==> src/sv/jsu_pkg.sv <==
// Package for the JSON string unescaper: item types, mode and error codes,
// UTF-8 constants and the hex digit decoder. No dependencies.
`default_nettype none
package jsu_pkg;

  typedef struct packed {
    logic [7:0] in_byte;
    logic       end_of_text;
  } in_t;

  typedef struct packed {
    logic [7:0] out_byte;
    logic       byte_valid;
    logic       last_of_run;
    logic       string_done;
    logic [2:0] error_code;
  } out_t;

  localparam int MaxResults = 3;

  typedef struct packed {
    logic [1:0]                  count;
    out_t [MaxResults-1:0]       res;
  } grp_t;

  localparam logic [1:0] MODE_QUOTE = 2'd0;
  localparam logic [1:0] MODE_TEXT  = 2'd1;
  localparam logic [1:0] MODE_ESC   = 2'd2;
  localparam logic [1:0] MODE_HEX   = 2'd3;

  localparam logic [2:0] ERR_NONE        = 3'd0;
  localparam logic [2:0] ERR_EXP_QUOTE   = 3'd1;
  localparam logic [2:0] ERR_UNTERM_STR  = 3'd2;
  localparam logic [2:0] ERR_UNTERM_ESC  = 3'd3;
  localparam logic [2:0] ERR_BAD_UNICODE = 3'd4;
  localparam logic [2:0] ERR_UNSUP_ESC   = 3'd5;

  localparam logic [7:0] CH_QUOTE = 8'h22;
  localparam logic [7:0] CH_BSL   = 8'h5c;
  localparam logic [7:0] CH_SLASH = 8'h2f;
  localparam logic [7:0] CH_B     = 8'h62;
  localparam logic [7:0] CH_F     = 8'h66;
  localparam logic [7:0] CH_N     = 8'h6e;
  localparam logic [7:0] CH_R     = 8'h72;
  localparam logic [7:0] CH_T     = 8'h74;
  localparam logic [7:0] CH_U     = 8'h75;

  localparam logic [15:0] CP_ONE_MAX = 16'h007f;
  localparam logic [15:0] CP_TWO_MAX = 16'h07ff;
  localparam logic [7:0]  LEAD2      = 8'hc0;
  localparam logic [7:0]  CONT       = 8'h80;
  localparam logic [7:0]  LEAD3      = 8'he0;
  localparam logic [5:0]  CONT_MASK  = 6'h3f;

  // bit 4 set marks a non-hex byte
  function automatic logic [4:0] hex_value(input logic [7:0] c);
    logic [4:0] v;
    if (c >= 8'h30 && c <= 8'h39) begin
      v = {1'b0, c[3:0]};
    end else if ((c >= 8'h61 && c <= 8'h66) || (c >= 8'h41 && c <= 8'h46)) begin
      v = {1'b0, c[3:0] + 4'd9};
    end else begin
      v = 5'h10;
    end
    return v;
  endfunction

endpackage
`default_nettype wire

==> src/sv/json_string_unescape_utf8.sv <==
// JSON string unescaper to UTF-8: top level with mode state, step logic
// and result register. Depends on jsu_pkg, jsu_decode and jsu_outbuf.
// The first result of an accepted item is registered and offered in the next cycle.
// Throughput: one item per cycle; out_ready low or multi-result items stall input.
// Reset (rst, synchronous): mode expects an opening quote, no result pending.
`default_nettype none
module json_string_unescape_utf8 (
  input  wire logic         clk,
  input  wire logic         rst,
  input  wire logic         in_valid,
  output logic              in_ready,
  input  wire jsu_pkg::in_t in_item,
  output logic              out_valid,
  input  wire logic         out_ready,
  output jsu_pkg::out_t     out_item
);
  import jsu_pkg::*;

  logic [1:0]  mode, mode_next;
  logic [1:0]  hex_seen, hex_seen_next;
  logic [11:0] acc, acc_next;
  grp_t        grp;
  logic        room;
  logic        take;

  assign in_ready = room;
  assign take     = in_valid && room;

  jsu_decode u_decode (
    .mode          (mode),
    .hex_seen      (hex_seen),
    .acc           (acc),
    .item          (in_item),
    .mode_next     (mode_next),
    .hex_seen_next (hex_seen_next),
    .acc_next      (acc_next),
    .grp           (grp)
  );

  jsu_outbuf u_outbuf (
    .clk       (clk),
    .rst       (rst),
    .load      (take),
    .grp       (grp),
    .room      (room),
    .out_valid (out_valid),
    .out_ready (out_ready),
    .out_item  (out_item)
  );

  always_ff @(posedge clk) begin
    if (rst) begin
      mode     <= MODE_QUOTE;
      hex_seen <= 2'd0;
      acc      <= 12'd0;
    end else if (take) begin
      mode     <= mode_next;
      hex_seen <= hex_seen_next;
      acc      <= acc_next;
    end
  end

`ifndef SYNTHESIS
  a_err_shape: assert property (@(posedge clk) disable iff (rst)
    out_valid && out_item.error_code != ERR_NONE |->
      out_item.last_of_run && !out_item.byte_valid && !out_item.string_done)
    else $error("error result not a lone final item");

  a_idle_ready: assert property (@(posedge clk) disable iff (rst)
    !out_valid |-> in_ready)
    else $error("input blocked with no result pending");

  a_group_blocks: assert property (@(posedge clk) disable iff (rst)
    out_valid && !out_item.last_of_run |-> !in_ready)
    else $error("input taken while a result group is still pending");

  a_hex_mode: assert property (@(posedge clk) disable iff (rst)
    mode != MODE_HEX |-> hex_seen == 2'd0 && acc == 12'd0)
    else $error("hex count set outside hex mode");
`endif

endmodule
`default_nettype wire

==> src/sv/jsu_decode.sv <==
// Step logic of the unescaper: from the mode state and one input item,
// the next state and the group of results. Depends on jsu_pkg.
`default_nettype none
module jsu_decode (
  input  wire logic [1:0]   mode,
  input  wire logic [1:0]   hex_seen,
  input  wire logic [11:0]  acc,
  input  wire jsu_pkg::in_t item,
  output logic [1:0]        mode_next,
  output logic [1:0]        hex_seen_next,
  output logic [11:0]       acc_next,
  output jsu_pkg::grp_t     grp
);
  import jsu_pkg::*;

  logic [4:0]  d;
  logic [15:0] cp;
  logic [7:0]  esc_byte;
  logic        esc_ok;

  assign d  = hex_value(item.in_byte);
  assign cp = {acc, d[3:0]};

  always_comb begin
    esc_ok = 1'b1;
    case (item.in_byte)
      CH_QUOTE: esc_byte = CH_QUOTE;
      CH_BSL:   esc_byte = CH_BSL;
      CH_SLASH: esc_byte = CH_SLASH;
      CH_B:     esc_byte = 8'h08;
      CH_F:     esc_byte = 8'h0c;
      CH_N:     esc_byte = 8'h0a;
      CH_R:     esc_byte = 8'h0d;
      CH_T:     esc_byte = 8'h09;
      default: begin
        esc_byte = 8'h00;
        esc_ok   = 1'b0;
      end
    endcase
  end

  always_comb begin
    mode_next     = mode;
    hex_seen_next = hex_seen;
    acc_next      = acc;
    grp           = '0;
    unique case (mode)
      MODE_QUOTE: begin
        if (item.end_of_text || item.in_byte != CH_QUOTE) begin
          grp.count                 = 2'd1;
          grp.res[0].last_of_run    = 1'b1;
          grp.res[0].error_code     = ERR_EXP_QUOTE;
        end else begin
          mode_next = MODE_TEXT;
        end
      end
      MODE_TEXT: begin
        if (item.end_of_text) begin
          mode_next              = MODE_QUOTE;
          grp.count              = 2'd1;
          grp.res[0].last_of_run = 1'b1;
          grp.res[0].error_code  = ERR_UNTERM_STR;
        end else if (item.in_byte == CH_QUOTE) begin
          mode_next              = MODE_QUOTE;
          grp.count              = 2'd1;
          grp.res[0].last_of_run = 1'b1;
          grp.res[0].string_done = 1'b1;
        end else if (item.in_byte == CH_BSL) begin
          mode_next = MODE_ESC;
        end else begin
          grp.count              = 2'd1;
          grp.res[0].out_byte    = item.in_byte;
          grp.res[0].byte_valid  = 1'b1;
          grp.res[0].last_of_run = 1'b1;
        end
      end
      MODE_ESC: begin
        if (item.end_of_text) begin
          mode_next              = MODE_QUOTE;
          grp.count              = 2'd1;
          grp.res[0].last_of_run = 1'b1;
          grp.res[0].error_code  = ERR_UNTERM_ESC;
        end else if (item.in_byte == CH_U) begin
          mode_next     = MODE_HEX;
          hex_seen_next = 2'd0;
          acc_next      = 12'd0;
        end else if (esc_ok) begin
          mode_next              = MODE_TEXT;
          grp.count              = 2'd1;
          grp.res[0].out_byte    = esc_byte;
          grp.res[0].byte_valid  = 1'b1;
          grp.res[0].last_of_run = 1'b1;
        end else begin
          mode_next              = MODE_QUOTE;
          grp.count              = 2'd1;
          grp.res[0].last_of_run = 1'b1;
          grp.res[0].error_code  = ERR_UNSUP_ESC;
        end
      end
      MODE_HEX: begin
        if (item.end_of_text || d[4]) begin
          mode_next              = MODE_QUOTE;
          hex_seen_next          = 2'd0;
          acc_next               = 12'd0;
          grp.count              = 2'd1;
          grp.res[0].last_of_run = 1'b1;
          grp.res[0].error_code  = ERR_BAD_UNICODE;
        end else if (hex_seen != 2'd3) begin
          acc_next      = {acc[7:0], d[3:0]};
          hex_seen_next = hex_seen + 2'd1;
        end else begin
          mode_next     = MODE_TEXT;
          hex_seen_next = 2'd0;
          acc_next      = 12'd0;
          grp.res[0].byte_valid = 1'b1;
          grp.res[1].byte_valid = 1'b1;
          grp.res[2].byte_valid = 1'b1;
          if (cp <= CP_ONE_MAX) begin
            grp.count              = 2'd1;
            grp.res[0].out_byte    = cp[7:0];
            grp.res[0].last_of_run = 1'b1;
            grp.res[1].byte_valid  = 1'b0;
            grp.res[2].byte_valid  = 1'b0;
          end else if (cp <= CP_TWO_MAX) begin
            grp.count              = 2'd2;
            grp.res[0].out_byte    = LEAD2 | {3'b000, cp[10:6]};
            grp.res[1].out_byte    = CONT | {2'b00, cp[5:0] & CONT_MASK};
            grp.res[1].last_of_run = 1'b1;
            grp.res[2].byte_valid  = 1'b0;
          end else begin
            grp.count              = 2'd3;
            grp.res[0].out_byte    = LEAD3 | {4'b0000, cp[15:12]};
            grp.res[1].out_byte    = CONT | {2'b00, cp[11:6] & CONT_MASK};
            grp.res[2].out_byte    = CONT | {2'b00, cp[5:0] & CONT_MASK};
            grp.res[2].last_of_run = 1'b1;
          end
        end
      end
      default: begin
        mode_next = MODE_QUOTE;
      end
    endcase
  end

endmodule
`default_nettype wire

==> src/sv/jsu_outbuf.sv <==
// Result register of the unescaper: holds one group of up to three
// results and shifts them out one item at a time. Depends on jsu_pkg.
`default_nettype none
module jsu_outbuf (
  input  wire logic          clk,
  input  wire logic          rst,
  input  wire logic          load,
  input  wire jsu_pkg::grp_t grp,
  output logic               room,
  output logic               out_valid,
  input  wire logic          out_ready,
  output jsu_pkg::out_t      out_item
);
  import jsu_pkg::*;

  out_t [MaxResults-1:0] slots;
  logic [1:0]            cnt;
  logic                  pop;

  assign out_valid = cnt != 2'd0;
  assign out_item  = slots[0];
  assign pop       = out_valid && out_ready;
  assign room      = cnt == 2'd0 || (cnt == 2'd1 && out_ready);

  always_ff @(posedge clk) begin
    if (rst) begin
      cnt <= 2'd0;
    end else if (load) begin
      cnt <= grp.count;
    end else if (pop) begin
      cnt <= cnt - 2'd1;
    end
  end

  always_ff @(posedge clk) begin
    if (load) begin
      slots <= grp.res;
    end else if (pop) begin
      slots[0] <= slots[1];
      slots[1] <= slots[2];
    end
  end

endmodule
`default_nettype wire

==> config.mk <==
export PLATFORM = sky130hd
export DESIGN_NAME = json_string_unescape_utf8
export DESIGN_NICKNAME = d
export VERILOG_FILES = /design/src/sv/jsu_pkg.sv /design/src/sv/json_string_unescape_utf8.sv /design/src/sv/jsu_decode.sv /design/src/sv/jsu_outbuf.sv
export SDC_FILE = /design/constraint.sdc
export NUM_CORES = 1
export LEC_CHECK = 0
export BUFFER_PORTS_ARGS = -buffer_cell sky130_fd_sc_hd__buf_2
export CAP_MARGIN = 40
export CORE_ASPECT_RATIO = 1.2
export CORE_UTILIZATION = 51
export CTS_BUF_LIST = sky130_fd_sc_hd__clkbuf_8
export DETAILED_ROUTE_END_ITERATION = 8
export PLACE_DENSITY = 0.78
export SLEW_MARGIN = 5
export SYNTH_ARGS = -nofsm -noshare
export SYNTH_HDL_FRONTEND = slang
export SYNTH_SLANG_ARGS = --single-unit
==> constraint.sdc <==
create_clock -name clk -period 2.87 [get_ports clk]
set_input_delay 0 -clock clk [delete_from_list [all_inputs] [get_ports clk]]
set_output_delay 0 -clock clk [all_outputs]
set_load 0.01 [all_outputs]
==> results.yml <==
run_status:
  run_status: "finished, final reports clean"
routing:
  drc: 0
  drt-total-wl_mm: 7.09
  drtPass1Iterations: 5
  ant_nets: 0
  drt_iter0_markers: 176
  vias: 2553
  wirelength_per_cell_um: 17.1
  number_of_vias_per_cell: 6.17
power_and_ir_drop:
  ir_worst_vdd_v: 0.000253
  pwr-share-comb_pct: 17.7
  cell_leakage_power_nw: 1.26
  p_seq_share_pct: 55.2
  internal_power_w: 0.00115
  swShare_pct: 27.1
  pwr_density_cell_mw_per_mm2: 480
  power_frac_clock_pct: 27.1
  p_switching_w: 0.000429
placed_design:
  routabilityCongestion: 1.01
  place.detailed.hpwl_mm: 5.31
  count_of_buffers_inserted_at_the_top_level_ports: 28
  dp_cell_count: 405
yosys:
  synth_nets: 344
  synth_sequential_area_ratio_pct: 41.8
  synth.lib_cells_used.distinct: 69
  yosysTopAreaCell: "edfxtp_1"
  synth_enable_flop_cells: 31
  synth.cell_area_sq_mm: 0.00309
  synthesis.area_per_instance_sq_um: 9.69
  share_of_yosys_cell_area_claimed_by_the_top_area_cell_type_pct: 30.1
  synth_flop_cell: "edfxtp_1"
  yosysWarningCount: 0
  ys_ff_latch: 49
  postSynth.asyncResetShare_pct: 0
  post_synth_most_frequent_cells: "edfxtp_1, nand2_1, nor2_1, a21oi_1, o21ai_0"
  postSynthCellCount: 319
  post_synth_main_area_contributors: "edfxtp_1, dfxtp_1, ha_1, a22o_1, nand2_1"
worst_setup_path:
  critical_path_class: "reg2reg"
  regToRegSetupSlack_ns: 0.52
  timing.critical_path.to_type: "flip-flop"
  worst_r2r_startpoint: "mode[0]$_SDFFE_PP0P_"
  arrival_ns: 2.61
  critical_path_peak_fanout: 13
  critical_path_start_type: "flip-flop"
  worst-endpoint-required_ns: 3.13
  r2r.worst_path.cells: 7
  r2r-end: "hex_seen[0]$_SDFFE_PP0P_"
hold_path:
  hold_end: "u_outbuf.out_item[1]$_SDFFCE_PN0P_"
  holdCritPathClass: "in2reg"
  hold_path_startpoint: "in_item[0]"
  hold_depth: 3
sta:
  setup_total_negative_slack_ns: 0
  setup_repair_after_global_routing_missed_its_margin: "false"
  min_period_over_period_pct: 82.0
  slew-limit-headroom_pct: 52.4
  drv_slew: 0
  finalHoldViolations: 0
  setup_viol: 0
  achievable-frequency_ghz: 0.425
  worst-slew-pin-transition_ns: 0.707
  finClkSkew_ns: 0.0126
  layout_min_cycle_time_ns: 2.35
global_routing:
  grt_antenna_before_repair: 0
  globalRouteTotalUtil_pct: 23.7
  grt_remaining_overflow: 0
  grt_start_max_net_pins: 28
  first_global_vias: 2303
  grt_pass1_wl_mm: 11.5
run:
  maxcap_viol_count: 0
cts:
  clk_pin_slew_worst_paths_ns: 0.10
  cts_sinks: 49
  tritoncts.num_buffers: 5
  cts_h_tree_depth: 2
  tritoncts: "done"
  worst_skew_pair.late_latency_ns: 0.31
  cts.path.max_buffers: 2
  cts_root_buffer: "clkbuf_8"
  cts_post_setup_buffers_inserted: 0
die:
  core_box_area_sq_mm: 0.00574
  floorplan.rows: 30
  die_y_um: 87.3
  die_footprint_sq_mm: 0.00638
  starting_density_pct: 53.8
  design.portCount: 29
  die_x_um: 73.1
cells_and_area:
  n_fill_cell: 531
  regArea_sq_mm: 0.00129
  drive_above_1_share_pct: 18.6
  multi_input_comb_area_sq_mm: 0.00157
  layout.cells.non_filler: 414
  num-nets-final: 358
  layout-area-overhead-vs-synth_pct: 6.52
  antenna_cells: 0
==> per-stage QoR <==
stage          instance area [sq um]  setup WS (ns)  total power [W]  util [%]  hold WS, ns
3_5_place_dp                    3190          0.571          0.00117      55.5        0.304
2_1_floorplan                   3090          0.665          0.00111         -       0.0717
5_1_grt                         3290          0.291          0.00165      57.3        0.198
6_report                        3290          0.517          0.00158      57.3        0.189
3_3_place_gp                    3190          0.591          0.00116      55.5        0.290
4_1_cts                         3290          0.540          0.00158      57.3        0.180
==> power groups by stage <==
stage	registers [W]	logic [W]	clock network (W)
final	0.000873	0.000280	0.000428
after global routing	0.000881	0.000308	0.000463
after CTS	0.000874	0.000279	0.000431
after detailed placement	0.000889	0.000277	0
after global placement	0.000888	0.000271	0
after floorplan	0.000883	0.000230	0
==> layout make-up <==
cell class / count / share of cell area [%]
multi-input cells: 230 / 47.8
flip-flops and latches: 49 / 39.2
repair buffers: 33 / 5.47
well taps: 80 / 3.04
clock buffers: 6 / 2.51
inverters: 14 / 1.60
clock inverters: 2 / 0.418
==> sequential cells by signal, indices dropped and copies added (netlist names) <==
| name | cells |
|---|---|
| u_outbuf.out_item | 14 |
| acc | 12 |
| u_outbuf.slots | 17 |
| u_outbuf.cnt | 2 |
| mode | 2 |
| hex_seen | 2 |
==> worst max-delay path by stage <==
| stage | start | to | cells after the start |
|---|---|---|---|
| 2_1_floorplan | u_outbuf.cnt[0]$_SDFFE_PP0P_ | acc[1]$_SDFFE_PP0P_ | 9 |
| 3_3_place_gp | in_item[2] | u_outbuf.out_item[9]$_DFFE_PP_ | 9 |
| 3_5_place_dp | in_item[2] | u_outbuf.out_item[9]$_DFFE_PP_ | 9 |
| 4_1_cts | mode[0]$_SDFFE_PP0P_ | hex_seen[0]$_SDFFE_PP0P_ | 7 |
| 5_1_grt | mode[0]$_SDFFE_PP0P_ | hex_seen[0]$_SDFFE_PP0P_ | 7 |
| 6_report | mode[0]$_SDFFE_PP0P_ | hex_seen[0]$_SDFFE_PP0P_ | 7 |
==> kinds of logic after synthesis <==
family	share of synthesized area (%)
AOI/OAI and AO/OA	22.1
adders and majority gates	4.86
buffers and inverters	7.37
muxes	1.38
DFF	41.8
and+or+nand+nor	22.5
==> critical path: stages (launching register included) <==
cell and delay [ns]:
dfxtp_1 0.36, inv_1 0.11, ha_1 0.27, nand2b_1 0.12, nor3_1 0.33, o21ai_1 0.23
nor4_4 0.60, mux2_2 0.27
==> cells in the final DEF (no fill, tap or decap), types with 6 or more instances in the layout <==
cell       n
nand2b_1   6
ha_1      12
nand3_1    9
nor2_1    22
inv_1     13
dfxtp_1   18
edfxtp_1  31
clkbuf_8   6
a21oi_1   20
and3_1     8
a22o_1    15
nor3_1     9
o21ai_0   19
buf_2     28
nand2_1   31
==> metal layers <==
layer | part of all wire (%) | routed length [um] | GRT usage (%) | up-vias
met4 | 3.0 | 214 | 8.73 | 0
met5 | 0 | 0 | 0 | -
met2 | 48 | 3400 | 38.7 | 138
met1 | 42 | 2970 | 31.3 | 1176
li1 | - | - | - | 1217
met3 | 7.1 | 505 | 4.05 | 22
==> repair_timing <==
action,in CTS,in global routing
hold buffers,1,0
hold endpoints to repair,1,0
gates resized for setup,0,0
No activity file was read; power rests on OpenSTA's default activity.
